### config.mk
export PLATFORM = sky130hd
export DESIGN_NAME = sha256_byte_stream_hasher_top
export DESIGN_NICKNAME = d
export VERILOG_FILES = /design/src/rtl/core/shabs_pkg.sv /design/src/rtl/core/shabs_queue.sv /design/src/rtl/core/shabs_front.sv /design/src/rtl/core/shabs_back.sv /design/src/rtl/core/sha256_byte_stream_hasher_top.sv
export SDC_FILE = /design/constraint.sdc
export NUM_CORES = 2
export LEC_CHECK = 0
export BUFFER_PORTS_ARGS = -buffer_cell sky130_fd_sc_hd__buf_2
export CORE_UTILIZATION = 45
export CTS_CLUSTER_DIAMETER = 120
export DETAILED_ROUTE_END_ITERATION = 6
export GPL_TIMING_DRIVEN = 0
export HOLD_SLACK_MARGIN = 0.02
export PLACE_DENSITY_LB_ADDON = 0.2
export SLEW_MARGIN = 25
export SYNTH_ARGS = -nofsm -noshare
export SYNTH_HDL_FRONTEND = slang
export SYNTH_SLANG_ARGS = --single-unit
### constraint.sdc
create_clock -name aclk -period 13.1 [get_ports aclk]
set_input_delay 0 -clock aclk [delete_from_list [all_inputs] [get_ports aclk]]
set_output_delay 0 -clock aclk [all_outputs]
set_load 0.03 [all_outputs]
### src/rtl/core/shabs_pkg.sv
// Shared types and constants of the SHA-256 byte-stream hasher.
// No dependencies; every other file refers to it by scoped names.
package shabs_pkg;

    typedef struct packed {
        logic [7:0] data_byte;
        logic       has_byte;
        logic       end_of_message;
    } in_item_t;

    typedef struct packed {
        logic [31:0] digest_word;
        logic [2:0]  word_index;
        logic        last_word;
    } out_item_t;

    // One message-schedule word handed from the front to the back
    typedef struct packed {
        logic [31:0] word;
        logic        blk_last;
        logic        msg_last;
    } qword_t;

    typedef struct packed {
        logic full;
        logic empty;
    } q_stat_t;

    localparam logic [7:0] PAD_MARK     = 8'h80;
    localparam logic [5:0] LEN_LIMIT    = 6'd56;
    localparam logic [3:0] LEN_HI_WORD  = 4'd14;
    localparam logic [3:0] LAST_WORD_IX = 4'd15;

    localparam logic [31:0] INIT_H [8] = '{
        32'h6a09e667, 32'hbb67ae85, 32'h3c6ef372, 32'ha54ff53a,
        32'h510e527f, 32'h9b05688c, 32'h1f83d9ab, 32'h5be0cd19
    };

    localparam logic [31:0] ROUND_K [64] = '{
        32'h428a2f98, 32'h71374491, 32'hb5c0fbcf, 32'he9b5dba5,
        32'h3956c25b, 32'h59f111f1, 32'h923f82a4, 32'hab1c5ed5,
        32'hd807aa98, 32'h12835b01, 32'h243185be, 32'h550c7dc3,
        32'h72be5d74, 32'h80deb1fe, 32'h9bdc06a7, 32'hc19bf174,
        32'he49b69c1, 32'hefbe4786, 32'h0fc19dc6, 32'h240ca1cc,
        32'h2de92c6f, 32'h4a7484aa, 32'h5cb0a9dc, 32'h76f988da,
        32'h983e5152, 32'ha831c66d, 32'hb00327c8, 32'hbf597fc7,
        32'hc6e00bf3, 32'hd5a79147, 32'h06ca6351, 32'h14292967,
        32'h27b70a85, 32'h2e1b2138, 32'h4d2c6dfc, 32'h53380d13,
        32'h650a7354, 32'h766a0abb, 32'h81c2c92e, 32'h92722c85,
        32'ha2bfe8a1, 32'ha81a664b, 32'hc24b8b70, 32'hc76c51a3,
        32'hd192e819, 32'hd6990624, 32'hf40e3585, 32'h106aa070,
        32'h19a4c116, 32'h1e376c08, 32'h2748774c, 32'h34b0bcb5,
        32'h391c0cb3, 32'h4ed8aa4a, 32'h5b9cca4f, 32'h682e6ff3,
        32'h748f82ee, 32'h78a5636f, 32'h84c87814, 32'h8cc70208,
        32'h90befffa, 32'ha4506ceb, 32'hbef9a3f7, 32'hc67178f2
    };

    function automatic logic [31:0] big_sigma0(input logic [31:0] x);
        return {x[1:0], x[31:2]} ^ {x[12:0], x[31:13]} ^ {x[21:0], x[31:22]};
    endfunction

    function automatic logic [31:0] big_sigma1(input logic [31:0] x);
        return {x[5:0], x[31:6]} ^ {x[10:0], x[31:11]} ^ {x[24:0], x[31:25]};
    endfunction

    function automatic logic [31:0] small_sigma0(input logic [31:0] x);
        return {x[6:0], x[31:7]} ^ {x[17:0], x[31:18]} ^ {3'b000, x[31:3]};
    endfunction

    function automatic logic [31:0] small_sigma1(input logic [31:0] x);
        return {x[16:0], x[31:17]} ^ {x[18:0], x[31:19]} ^ {10'd0, x[31:10]};
    endfunction

endpackage

### src/rtl/core/shabs_queue.sv
// Short word queue between the front (packer and padder) and the back (compression).
// Depends on shabs_pkg for the entry and status types.
module shabs_queue #(
    parameter int DEPTH = 4
) (
    input  logic              aclk,
    input  logic              aresetn,
    input  logic              push,
    input  shabs_pkg::qword_t push_data,
    input  logic              pop,
    output shabs_pkg::qword_t pop_data,
    output shabs_pkg::q_stat_t stat
);
    localparam int PW = (DEPTH > 1) ? $clog2(DEPTH) : 1;
    localparam int CW = $clog2(DEPTH + 1);
    localparam logic [PW-1:0] PTR_LAST = PW'(DEPTH - 1);
    localparam logic [CW-1:0] CNT_FULL = CW'(DEPTH);

    shabs_pkg::qword_t mem_reg [DEPTH];
    logic [PW-1:0] wr_ptr_reg, rd_ptr_reg;
    logic [CW-1:0] cnt_reg;
    logic          do_push, do_pop;

    assign stat.full  = (cnt_reg == CNT_FULL);
    assign stat.empty = (cnt_reg == '0);
    assign do_push    = push && !stat.full;
    assign do_pop     = pop && !stat.empty;
    assign pop_data   = mem_reg[rd_ptr_reg];

    always_ff @(posedge aclk) begin
        if (!aresetn) begin
            wr_ptr_reg <= '0;
            rd_ptr_reg <= '0;
            cnt_reg    <= '0;
        end else begin
            if (do_push) begin
                wr_ptr_reg <= (wr_ptr_reg == PTR_LAST) ? '0 : wr_ptr_reg + 1'b1;
            end
            if (do_pop) begin
                rd_ptr_reg <= (rd_ptr_reg == PTR_LAST) ? '0 : rd_ptr_reg + 1'b1;
            end
            if (do_push && !do_pop) begin
                cnt_reg <= cnt_reg + 1'b1;
            end else if (do_pop && !do_push) begin
                cnt_reg <= cnt_reg - 1'b1;
            end
        end
    end

    always_ff @(posedge aclk) begin
        if (do_push) begin
            mem_reg[wr_ptr_reg] <= push_data;
        end
    end

    a_cnt_range: assert property (@(posedge aclk) disable iff (!aresetn)
        cnt_reg <= CNT_FULL) else $error("queue count beyond depth");
    a_no_overflow: assert property (@(posedge aclk) disable iff (!aresetn)
        stat.full && !pop |=> stat.full) else $error("full queue lost an entry");
    a_push_counts: assert property (@(posedge aclk) disable iff (!aresetn)
        do_push && !do_pop |=> cnt_reg == $past(cnt_reg) + 1'b1)
        else $error("push not counted");
endmodule

### src/rtl/core/shabs_front.sv
// Front end: takes message bytes, packs them into big-endian words and
// generates the 0x80 marker, zero fill and bit length. Depends on shabs_pkg.
module shabs_front (
    input  logic                aclk,
    input  logic                aresetn,
    input  logic                s_valid,
    output logic                s_ready,
    input  shabs_pkg::in_item_t s_data,
    output logic                q_push,
    output shabs_pkg::qword_t   q_data,
    input  shabs_pkg::q_stat_t  q_stat
);
    typedef enum logic {ST_ACCEPT, ST_PAD} state_t;

    state_t      state_reg, state_next;
    logic [5:0]  fill_reg, fill_next;
    logic [63:0] cnt_reg, cnt_next;
    logic [31:0] acc_reg, acc_next;
    logic [3:0]  wp_reg, wp_next;
    logic        mark_done_reg, mark_done_next;
    logic        final_blk_reg, final_blk_next;

    logic        accept;
    logic [31:0] acc_ins, mark_word, pad_word;
    logic [5:0]  fill_after;
    logic [63:0] bit_len;

    assign s_ready = (state_reg == ST_ACCEPT) && !q_stat.full;
    assign accept  = s_valid && s_ready;
    assign bit_len = {cnt_reg[60:0], 3'b000};

    always_comb begin
        acc_ins = acc_reg;
        case (fill_reg[1:0])
            2'd0:    acc_ins[31:24] = s_data.data_byte;
            2'd1:    acc_ins[23:16] = s_data.data_byte;
            2'd2:    acc_ins[15:8]  = s_data.data_byte;
            default: acc_ins[7:0]   = s_data.data_byte;
        endcase
    end

    // Keep the bytes already packed, place the marker, clear the rest
    always_comb begin
        for (int k = 0; k < 4; k++) begin
            if (2'(k) < fill_reg[1:0]) begin
                mark_word[31 - 8*k -: 8] = acc_reg[31 - 8*k -: 8];
            end else if (2'(k) == fill_reg[1:0]) begin
                mark_word[31 - 8*k -: 8] = shabs_pkg::PAD_MARK;
            end else begin
                mark_word[31 - 8*k -: 8] = 8'h00;
            end
        end
    end

    always_comb begin
        if (!mark_done_reg) begin
            pad_word = mark_word;
        end else if (final_blk_reg && wp_reg == shabs_pkg::LEN_HI_WORD) begin
            pad_word = bit_len[63:32];
        end else if (final_blk_reg && wp_reg == shabs_pkg::LAST_WORD_IX) begin
            pad_word = bit_len[31:0];
        end else begin
            pad_word = '0;
        end
    end

    always_comb begin
        state_next     = state_reg;
        fill_next      = fill_reg;
        cnt_next       = cnt_reg;
        acc_next       = acc_reg;
        wp_next        = wp_reg;
        mark_done_next = mark_done_reg;
        final_blk_next = final_blk_reg;
        q_push         = 1'b0;
        q_data         = '0;
        fill_after     = fill_reg;

        unique case (state_reg)
            ST_ACCEPT: begin
                if (accept && s_data.has_byte) begin
                    acc_next   = acc_ins;
                    fill_after = fill_reg + 1'b1;
                    fill_next  = fill_after;
                    cnt_next   = cnt_reg + 1'b1;
                    if (fill_reg[1:0] == 2'd3) begin
                        q_push          = 1'b1;
                        q_data.word     = acc_ins;
                        q_data.blk_last = (fill_reg[5:2] == shabs_pkg::LAST_WORD_IX);
                        q_data.msg_last = 1'b0;
                    end
                end
                if (accept && s_data.end_of_message) begin
                    state_next     = ST_PAD;
                    wp_next        = fill_after[5:2];
                    mark_done_next = 1'b0;
                    final_blk_next = (fill_after < shabs_pkg::LEN_LIMIT);
                end
            end
            ST_PAD: begin
                if (!q_stat.full) begin
                    q_push          = 1'b1;
                    q_data.word     = pad_word;
                    q_data.blk_last = (wp_reg == shabs_pkg::LAST_WORD_IX);
                    q_data.msg_last = final_blk_reg && (wp_reg == shabs_pkg::LAST_WORD_IX);
                    mark_done_next  = 1'b1;
                    if (wp_reg == shabs_pkg::LAST_WORD_IX) begin
                        wp_next = '0;
                        if (final_blk_reg) begin
                            state_next = ST_ACCEPT;
                            fill_next  = '0;
                            cnt_next   = '0;
                        end else begin
                            final_blk_next = 1'b1;
                        end
                    end else begin
                        wp_next = wp_reg + 1'b1;
                    end
                end
            end
            default: state_next = ST_ACCEPT;
        endcase
    end

    always_ff @(posedge aclk) begin
        if (!aresetn) begin
            state_reg     <= ST_ACCEPT;
            fill_reg      <= '0;
            cnt_reg       <= '0;
            wp_reg        <= '0;
            mark_done_reg <= 1'b0;
            final_blk_reg <= 1'b0;
        end else begin
            state_reg     <= state_next;
            fill_reg      <= fill_next;
            cnt_reg       <= cnt_next;
            wp_reg        <= wp_next;
            mark_done_reg <= mark_done_next;
            final_blk_reg <= final_blk_next;
        end
    end

    always_ff @(posedge aclk) begin
        acc_reg <= acc_next;
    end

    a_push_room: assert property (@(posedge aclk) disable iff (!aresetn)
        q_push |-> !q_stat.full) else $error("push into full queue");
    a_msg_done: assert property (@(posedge aclk) disable iff (!aresetn)
        q_push && q_data.msg_last |=> state_reg == ST_ACCEPT && fill_reg == '0
        && cnt_reg == '0) else $error("front not cleared after final block");
    a_msg_last_blk: assert property (@(posedge aclk) disable iff (!aresetn)
        q_push && q_data.msg_last |-> q_data.blk_last)
        else $error("final word not at end of block");
endmodule

### src/rtl/core/shabs_back.sv
// Back end: gathers sixteen words, runs 64 compression rounds one per cycle,
// folds the result into the chain words and streams the digest. Depends on shabs_pkg.
module shabs_back (
    input  logic                 aclk,
    input  logic                 aresetn,
    output logic                 q_pop,
    input  shabs_pkg::qword_t    q_data,
    input  shabs_pkg::q_stat_t   q_stat,
    output logic                 m_valid,
    input  logic                 m_ready,
    output shabs_pkg::out_item_t m_data
);
    typedef enum logic [1:0] {ST_LOAD, ST_ROUND, ST_UPDATE, ST_EMIT} state_t;

    state_t      state_reg;
    logic [31:0] w_reg [16];
    logic [31:0] v_reg [8];
    logic [31:0] chain_reg [8];
    logic [5:0]  rnd_reg;
    logic        final_reg;
    logic [2:0]  idx_reg;

    logic [31:0] t1, t2, w_new;
    logic        emit_go;

    assign q_pop   = (state_reg == ST_LOAD) && !q_stat.empty;
    assign m_valid = (state_reg == ST_EMIT);
    assign emit_go = m_valid && m_ready;

    assign m_data.digest_word = chain_reg[idx_reg];
    assign m_data.word_index  = idx_reg;
    assign m_data.last_word   = (idx_reg == 3'd7);

    assign t1 = v_reg[7] + shabs_pkg::big_sigma1(v_reg[4])
              + ((v_reg[4] & v_reg[5]) ^ (~v_reg[4] & v_reg[6]))
              + shabs_pkg::ROUND_K[rnd_reg] + w_reg[0];
    assign t2 = shabs_pkg::big_sigma0(v_reg[0])
              + ((v_reg[0] & v_reg[1]) ^ (v_reg[0] & v_reg[2]) ^ (v_reg[1] & v_reg[2]));
    assign w_new = shabs_pkg::small_sigma1(w_reg[14]) + w_reg[9]
                 + shabs_pkg::small_sigma0(w_reg[1]) + w_reg[0];

    always_ff @(posedge aclk) begin
        if (!aresetn) begin
            state_reg <= ST_LOAD;
            rnd_reg   <= '0;
            final_reg <= 1'b0;
            idx_reg   <= '0;
            for (int i = 0; i < 8; i++) chain_reg[i] <= shabs_pkg::INIT_H[i];
        end else begin
            unique case (state_reg)
                ST_LOAD: begin
                    if (q_pop && q_data.blk_last) begin
                        final_reg <= q_data.msg_last;
                        rnd_reg   <= '0;
                        state_reg <= ST_ROUND;
                    end
                end
                ST_ROUND: begin
                    rnd_reg <= rnd_reg + 1'b1;
                    if (rnd_reg == 6'd63) begin
                        state_reg <= ST_UPDATE;
                    end
                end
                ST_UPDATE: begin
                    for (int i = 0; i < 8; i++) chain_reg[i] <= chain_reg[i] + v_reg[i];
                    idx_reg   <= '0;
                    state_reg <= final_reg ? ST_EMIT : ST_LOAD;
                end
                ST_EMIT: begin
                    if (emit_go) begin
                        idx_reg <= idx_reg + 1'b1;
                        if (idx_reg == 3'd7) begin
                            for (int i = 0; i < 8; i++) chain_reg[i] <= shabs_pkg::INIT_H[i];
                            state_reg <= ST_LOAD;
                        end
                    end
                end
                default: state_reg <= ST_LOAD;
            endcase
        end
    end

    // Schedule window and working variables: payload, no reset
    always_ff @(posedge aclk) begin
        if (q_pop) begin
            for (int i = 0; i < 15; i++) w_reg[i] <= w_reg[i+1];
            w_reg[15] <= q_data.word;
            if (q_data.blk_last) begin
                for (int i = 0; i < 8; i++) v_reg[i] <= chain_reg[i];
            end
        end else if (state_reg == ST_ROUND) begin
            for (int i = 0; i < 15; i++) w_reg[i] <= w_reg[i+1];
            w_reg[15] <= w_new;
            v_reg[7] <= v_reg[6];
            v_reg[6] <= v_reg[5];
            v_reg[5] <= v_reg[4];
            v_reg[4] <= v_reg[3] + t1;
            v_reg[3] <= v_reg[2];
            v_reg[2] <= v_reg[1];
            v_reg[1] <= v_reg[0];
            v_reg[0] <= t1 + t2;
        end
    end

    a_round_end: assert property (@(posedge aclk) disable iff (!aresetn)
        state_reg == ST_ROUND && rnd_reg == 6'd63 |=> state_reg == ST_UPDATE)
        else $error("round count overrun");
    a_emit_done: assert property (@(posedge aclk) disable iff (!aresetn)
        emit_go && m_data.last_word |=> !m_valid && chain_reg[0] == shabs_pkg::INIT_H[0])
        else $error("chain not restored after digest");
    a_no_pop_busy: assert property (@(posedge aclk) disable iff (!aresetn)
        state_reg != ST_LOAD |-> !q_pop) else $error("pop outside load");
endmodule

### src/rtl/core/sha256_byte_stream_hasher_top.sv
// channel | ports                       | accepted when
// input   | s_valid s_ready s_data      | s_valid && s_ready
// result  | m_valid m_ready m_data      | m_valid && m_ready
//
// One message byte per cycle is taken while the word queue has room and no padding is being sent.
// Each 64-byte block costs 64 compression rounds and a fold step in the back
// end; the queue holds only QUEUE_DEPTH words, so a long message stalls the
// input meanwhile. Ending a message adds up to 18 padding words.
// Reset (aresetn low, synchronous) loads the initial hash values at once.
// Stalls on m_ready hold the digest word and back up the queue to s_ready.
// Depends on shabs_pkg, shabs_front, shabs_queue and shabs_back.
module sha256_byte_stream_hasher_top #(
    parameter int QUEUE_DEPTH = 4
) (
    input  logic                 aclk,
    input  logic                 aresetn,
    input  logic                 s_valid,
    output logic                 s_ready,
    input  shabs_pkg::in_item_t  s_data,
    output logic                 m_valid,
    input  logic                 m_ready,
    output shabs_pkg::out_item_t m_data
);
    logic               q_push, q_pop;
    shabs_pkg::qword_t  q_in, q_out;
    shabs_pkg::q_stat_t q_stat;

    shabs_front u_front (
        .aclk    (aclk),
        .aresetn (aresetn),
        .s_valid (s_valid),
        .s_ready (s_ready),
        .s_data  (s_data),
        .q_push  (q_push),
        .q_data  (q_in),
        .q_stat  (q_stat)
    );

    shabs_queue #(.DEPTH(QUEUE_DEPTH)) u_queue (
        .aclk      (aclk),
        .aresetn   (aresetn),
        .push      (q_push),
        .push_data (q_in),
        .pop       (q_pop),
        .pop_data  (q_out),
        .stat      (q_stat)
    );

    shabs_back u_back (
        .aclk    (aclk),
        .aresetn (aresetn),
        .q_pop   (q_pop),
        .q_data  (q_out),
        .q_stat  (q_stat),
        .m_valid (m_valid),
        .m_ready (m_ready),
        .m_data  (m_data)
    );
endmodule

# Yosys cells after proc, flatten, opt, wreduce, memory -nomap -nowiden
# Memory sizes are Yosys's and may differ from the RTL's. A register that Yosys moved wholly into a read port is not among the register bits.
# Cells that the tools add are included.
# totals
register_bits,128
latchBits,0
inputBits,14
out_inout_bits,38
mem_bits_ro,2048
n_memories,5
word_cells,299
ram_bits,1160
# memory_table
memory,words,width,read_ports,rd_ports_with_merged_regs,wr,line,source
(no name shown),64,32,1,0,0,shabs_back.sv:36,+ shabs_pkg::ROUND_K[rnd_reg] + w_reg[0];
u_back.w_reg,16,32,16,0,16,shabs_back.sv:16,logic [31:0] w_reg [16];
u_back.chain_reg,8,32,9,1,8,shabs_back.sv:18,logic [31:0] chain_reg [8];
u_back.v_reg,8,32,8,0,8,shabs_back.sv:17,logic [31:0] v_reg [8];
u_queue.mem_reg,4,34,1,1,1,shabs_queue.sv:19,shabs_pkg::qword_t mem_reg [DEPTH];
# op_classes
multipliers,0
div,0
eq_ne,26
reduce_logical,33
muxes,129
shifts,0
magnitude_cmp,6
bitwise_logic,59
n_addsub,27
# ops
cell,n
$mux W32,45
$add A32 B32 Y32,18
$xor A32 B32 Y32,9
$mux W64,4
$and A32 B32 Y32,5
$pmux W64 S2,1
$mux W34,3
$mux W8,12
$pmux W34 S2,1
$add A64 B1 Y64 const B,1
$or A1 B1 Y1,40
$mux W6,6
$not A32 Y32,1
$xor A32 B22 Y32,1
$xor A32 B29 Y32,1
$mux W1,31
$pmux W6 S2,2
$mux W2,9
$ne A2 B2 Y1 const B,8
$mux W3,5
$logic_and A1 B1 Y1,13
$add A6 B1 Y6 const B,2
$eq A2 B2 Y1 const B,6
$eq A4 B4 Y1 const B,3
29 further kinds,53

# Logic depth before layout (Yosys ltp)
# depth
word_depth,12
ltp_mapped,41
ltp_nobuf,40

# Cells and area by module
# A second synthesis with hierarchy kept.
# unflattened
cells_unflattened,7021
area_unflattened_um2,76124.3
# by_module_without_submodules
mod,instances,cells_per_inst,area_per_inst_um2
shabs_back,1,6069,64675.8
shabs_front,1,723,6013.3
shabs_queue,1,229,5435.2

# Worst setup path before layout
# Ideal clock, no wire load.
# synth_path
path_type,register to register
from,reg u_back.state_reg[0]
to,"mem u_back.w_reg[0][0], enable pin"
arrival_time_ns,9.881
n_path_buf,5
path_stages_with_launch,8
setup_slack_ns,-0.412
synth_period_minus_slack_ns,13.512
setup_time_ns,3.631
cell_sequence,dfxtp_1 clkbuf_1 nand2b_1 clkbuf_1 clkbuf_1 clkbuf_1 clkbuf_1 nand2_1
# synth_lines
element,line,source
"start, declared",shabs_back.sv:15,state_t state_reg;
"start signal, assigned",shabs_back.sv:67,state_reg <= final_reg ? ST_EMIT : ST_LOAD;
"end, declared",shabs_back.sv:16,

==> results.yml <==
sta:
  rsz0062_at_grt: "false"
  post-route-min-period_ps: 12730
  slew_viol_final: 0
  finClkSkew_ps: 56.9
  clock.fmax_ghz: 0.0786
  worst_pin_slew_ps: 1300
  timing.final.hold_violations: 0
  whs_ps: 154
  final.period_utilization_pct: 97.2
  slew_headroom_pct: 12.2
  tns_ps: 0
  finalSetupViolCount: 0
finish:
  largest_reg_flops: 512
  n_fill_cell: 15000
  stdcell_count: 9461
  nNetsFinal: 7766
  area_delta_synth_final_pct: 11.5
  stdcell_area_um2: 83600
  drive_gt1_share_pct: 7.42
place:
  placed_cell_area_um2: 78600
  hpwl_mm: 207
  portBuffers: 51
  numPlacedInstances: 9173
  routabilityCongestion: 1.03
synth:
  ys_seq_elements: 1282
  seq_area_frac_synth_pct: 48.3
  synth_ff_type: "edfxtp_1"
  synth_cells: 6915
  yosysTopAreaCell: "edfxtp_1"
  synth_xor_area_share_pct: 7.12
  yosys.area_share.simple_pct: 11.9
  async_reset_ff_share_pct: 0
  synthAdderAreaFrac_pct: 12.4
  yosys-mux-area-fraction_pct: 4.67
  synth-compound-area-share_pct: 12.5
  avgSynthCellArea_um2: 10.8
  syn_area_um2: 75000
  yosysWarnings: 0
  synth.most_common_cell: "nand2_1"
  synth_top_area_share_pct: 42.3
  ys_types: 87
  yosys-top-cells-area: "edfxtp_1 (42%), ha_1 (6.8%), dfxtp_1 (6.0%), nand2_1 (5.7%), fa_1 (5.2%)"
  synth_top_family_by_area: "compound AO/OA/AOI/OAI gates"
  synth-edff-count: 1056
  synthTopCellsByCount: "nand2_1 (1136), edfxtp_1 (1056), a21oi_1 (471)"
  syn_nets: 7534
die:
  dieArea_um2: 168000
  std_cell_rows: 149
  die_h_um: 410
  core_area_um2: 165000
  start_util_pct: 45.4
  fp.dieW_um: 410
  io_pins: 52
worst_setup_path:
  slowest_delay_ps: 790
  cp_slowest_cell: "clkbuf_1"
  end_kind: "flop"
  crit_fanout: 11
  timing_worst_setup_path_type: "reg2reg"
  crit_path_start_kind: "flop"
  required_ps: 13640
  crit_path_frequent_cell: "fa_1"
  critPathArrivalTime_ps: 13270
clock_tree:
  clk_latency_ps: 850
  cts_max_path_buffers: 3
  cts_tree: "built"
  cts_root_buf: "clkbuf_16"
  postCtsResizedCells: 0
  cts_buffers: 147
  clk_pin_slew_ps: 60
  cts.sinks: 1282
  hold_buffers: 14
  htree_levels: 4
  cts_setup_buffers: 0
detailed_routing:
  initialDrtViolationCount: 7587
  drc: 4
  antenna_left: 0
  dr_total_vias: 57200
  firstDrtPassIters: 7
  wirelength_mm: 270
  viasPerCell: 6.05
  avgRoutedWirePerCell_um: 28.5
grt:
  grt_pass1_wl_mm: 383
  grt_pass1_vias: 53100
  grt.total_usage_pct: 31.7
  grt_max_degree: 100
  grt_overflow: 0
  antenna_found_initial: 16
worst_hold_path:
  hp-class: "in2reg"
run_status:
  run_status: "finished with violations"
  violations: "DRC"
job:
  drv_cap: 0
[layout make-up]
type                       count  area [um^2]  area share, %
tap                         2189         2740           3.27
multi-input combinational   5026        36600           43.7
buffer                       310         1230           1.47
sequential                  1282        36200           43.3
clock inverter                87          995           1.19
inverter                     297         1130           1.35
clock buffer                 183         3920           4.68
antenna                        4         10.0         0.0120
timing repair buffer          83          826          0.987
[critical path: cells and delay by family, from the launching register on]
family,cells,cell delay (ps)
adder cells (fa/ha/maj),8,3460
AO/OA/AOI/OAI,17,4540
buffers and inverters,5,1950
AND/OR/NAND/NOR,4,990
flip-flops,1,640
XOR/XNOR,2,840
[final timing paths]
path	startpoint	end	slack, ps	depth (start not counted)
hold / removal	s_data[6]	u_front.acc_reg[28]$_DFFE_PP_	150	3
setup reg to reg	u_back.rnd_reg[1]$_SDFFE_PN0P_	u_back.v_reg[0][28]$_DFFE_PP_	370	36
hold reg to reg	u_back.w_reg[3][18]$_DFFE_PP_	u_back.w_reg[2][18]$_DFFE_PP_	410	0
setup / recovery	u_back.rnd_reg[1]$_SDFFE_PN0P_	u_back.v_reg[0][28]$_DFFE_PP_	370	36
[stage by stage]
step / util [%] / worst slack, ps
final: 50.6 / 371
after global routing: 50.6 / 280
after CTS: 50.6 / 1080
after detailed placement: 47.6 / 1130
after global placement: 47.2 / -495
after floorplan: - / 4320
[cells in the final DEF (no fill, tap or decap), types with 27 or more instances in the layout]
cell type	instances
nor2b_1	58
a21o_1	188
mux2_2	57
nor3_1	73
a31oi_1	75
nand3_1	122
nand2_1	1135
fa_1	196
clkinv_1	32
inv_1	290
mux2i_1	45
clkbuf_2	36
a21oi_1	470
nor2_1	359
and3_1	55
o21a_1	55
o21ai_0	397
or3_1	50
buf_2	57
ha_1	409
nand4_1	27
o211ai_1	53
mux4_2	107
nand2b_1	80
xnor2_1	393
clkbuf_16	150
xor2_1	212
o21bai_1	42
a211oi_1	41
dfxtp_1	226
clkbuf_1	271
edfxtp_1	1056
maj3_1	27
[metal layers]
layer	up-vias	part of all wire (%)	global-route usage, %
li1	25300	-	-
met1	28500	44	47.4
met2	2951	41	43.9
met3	518	11	8.26
met4	4	3.9	11.5
met5	-	0.010	0
[kinds of logic after synthesis]
family | Yosys count
AO/OA/AOI/OAI | 1531
flip-flops | 1282
adder cells (fa/ha/maj) | 632
multiplexers | 209
AND/OR/NAND/NOR | 2047
XOR/XNOR | 607
buffers and inverters | 607
Power is not shown: default switching activity piles up to over one toggle a cycle in this logic, so the estimate is an artifact.
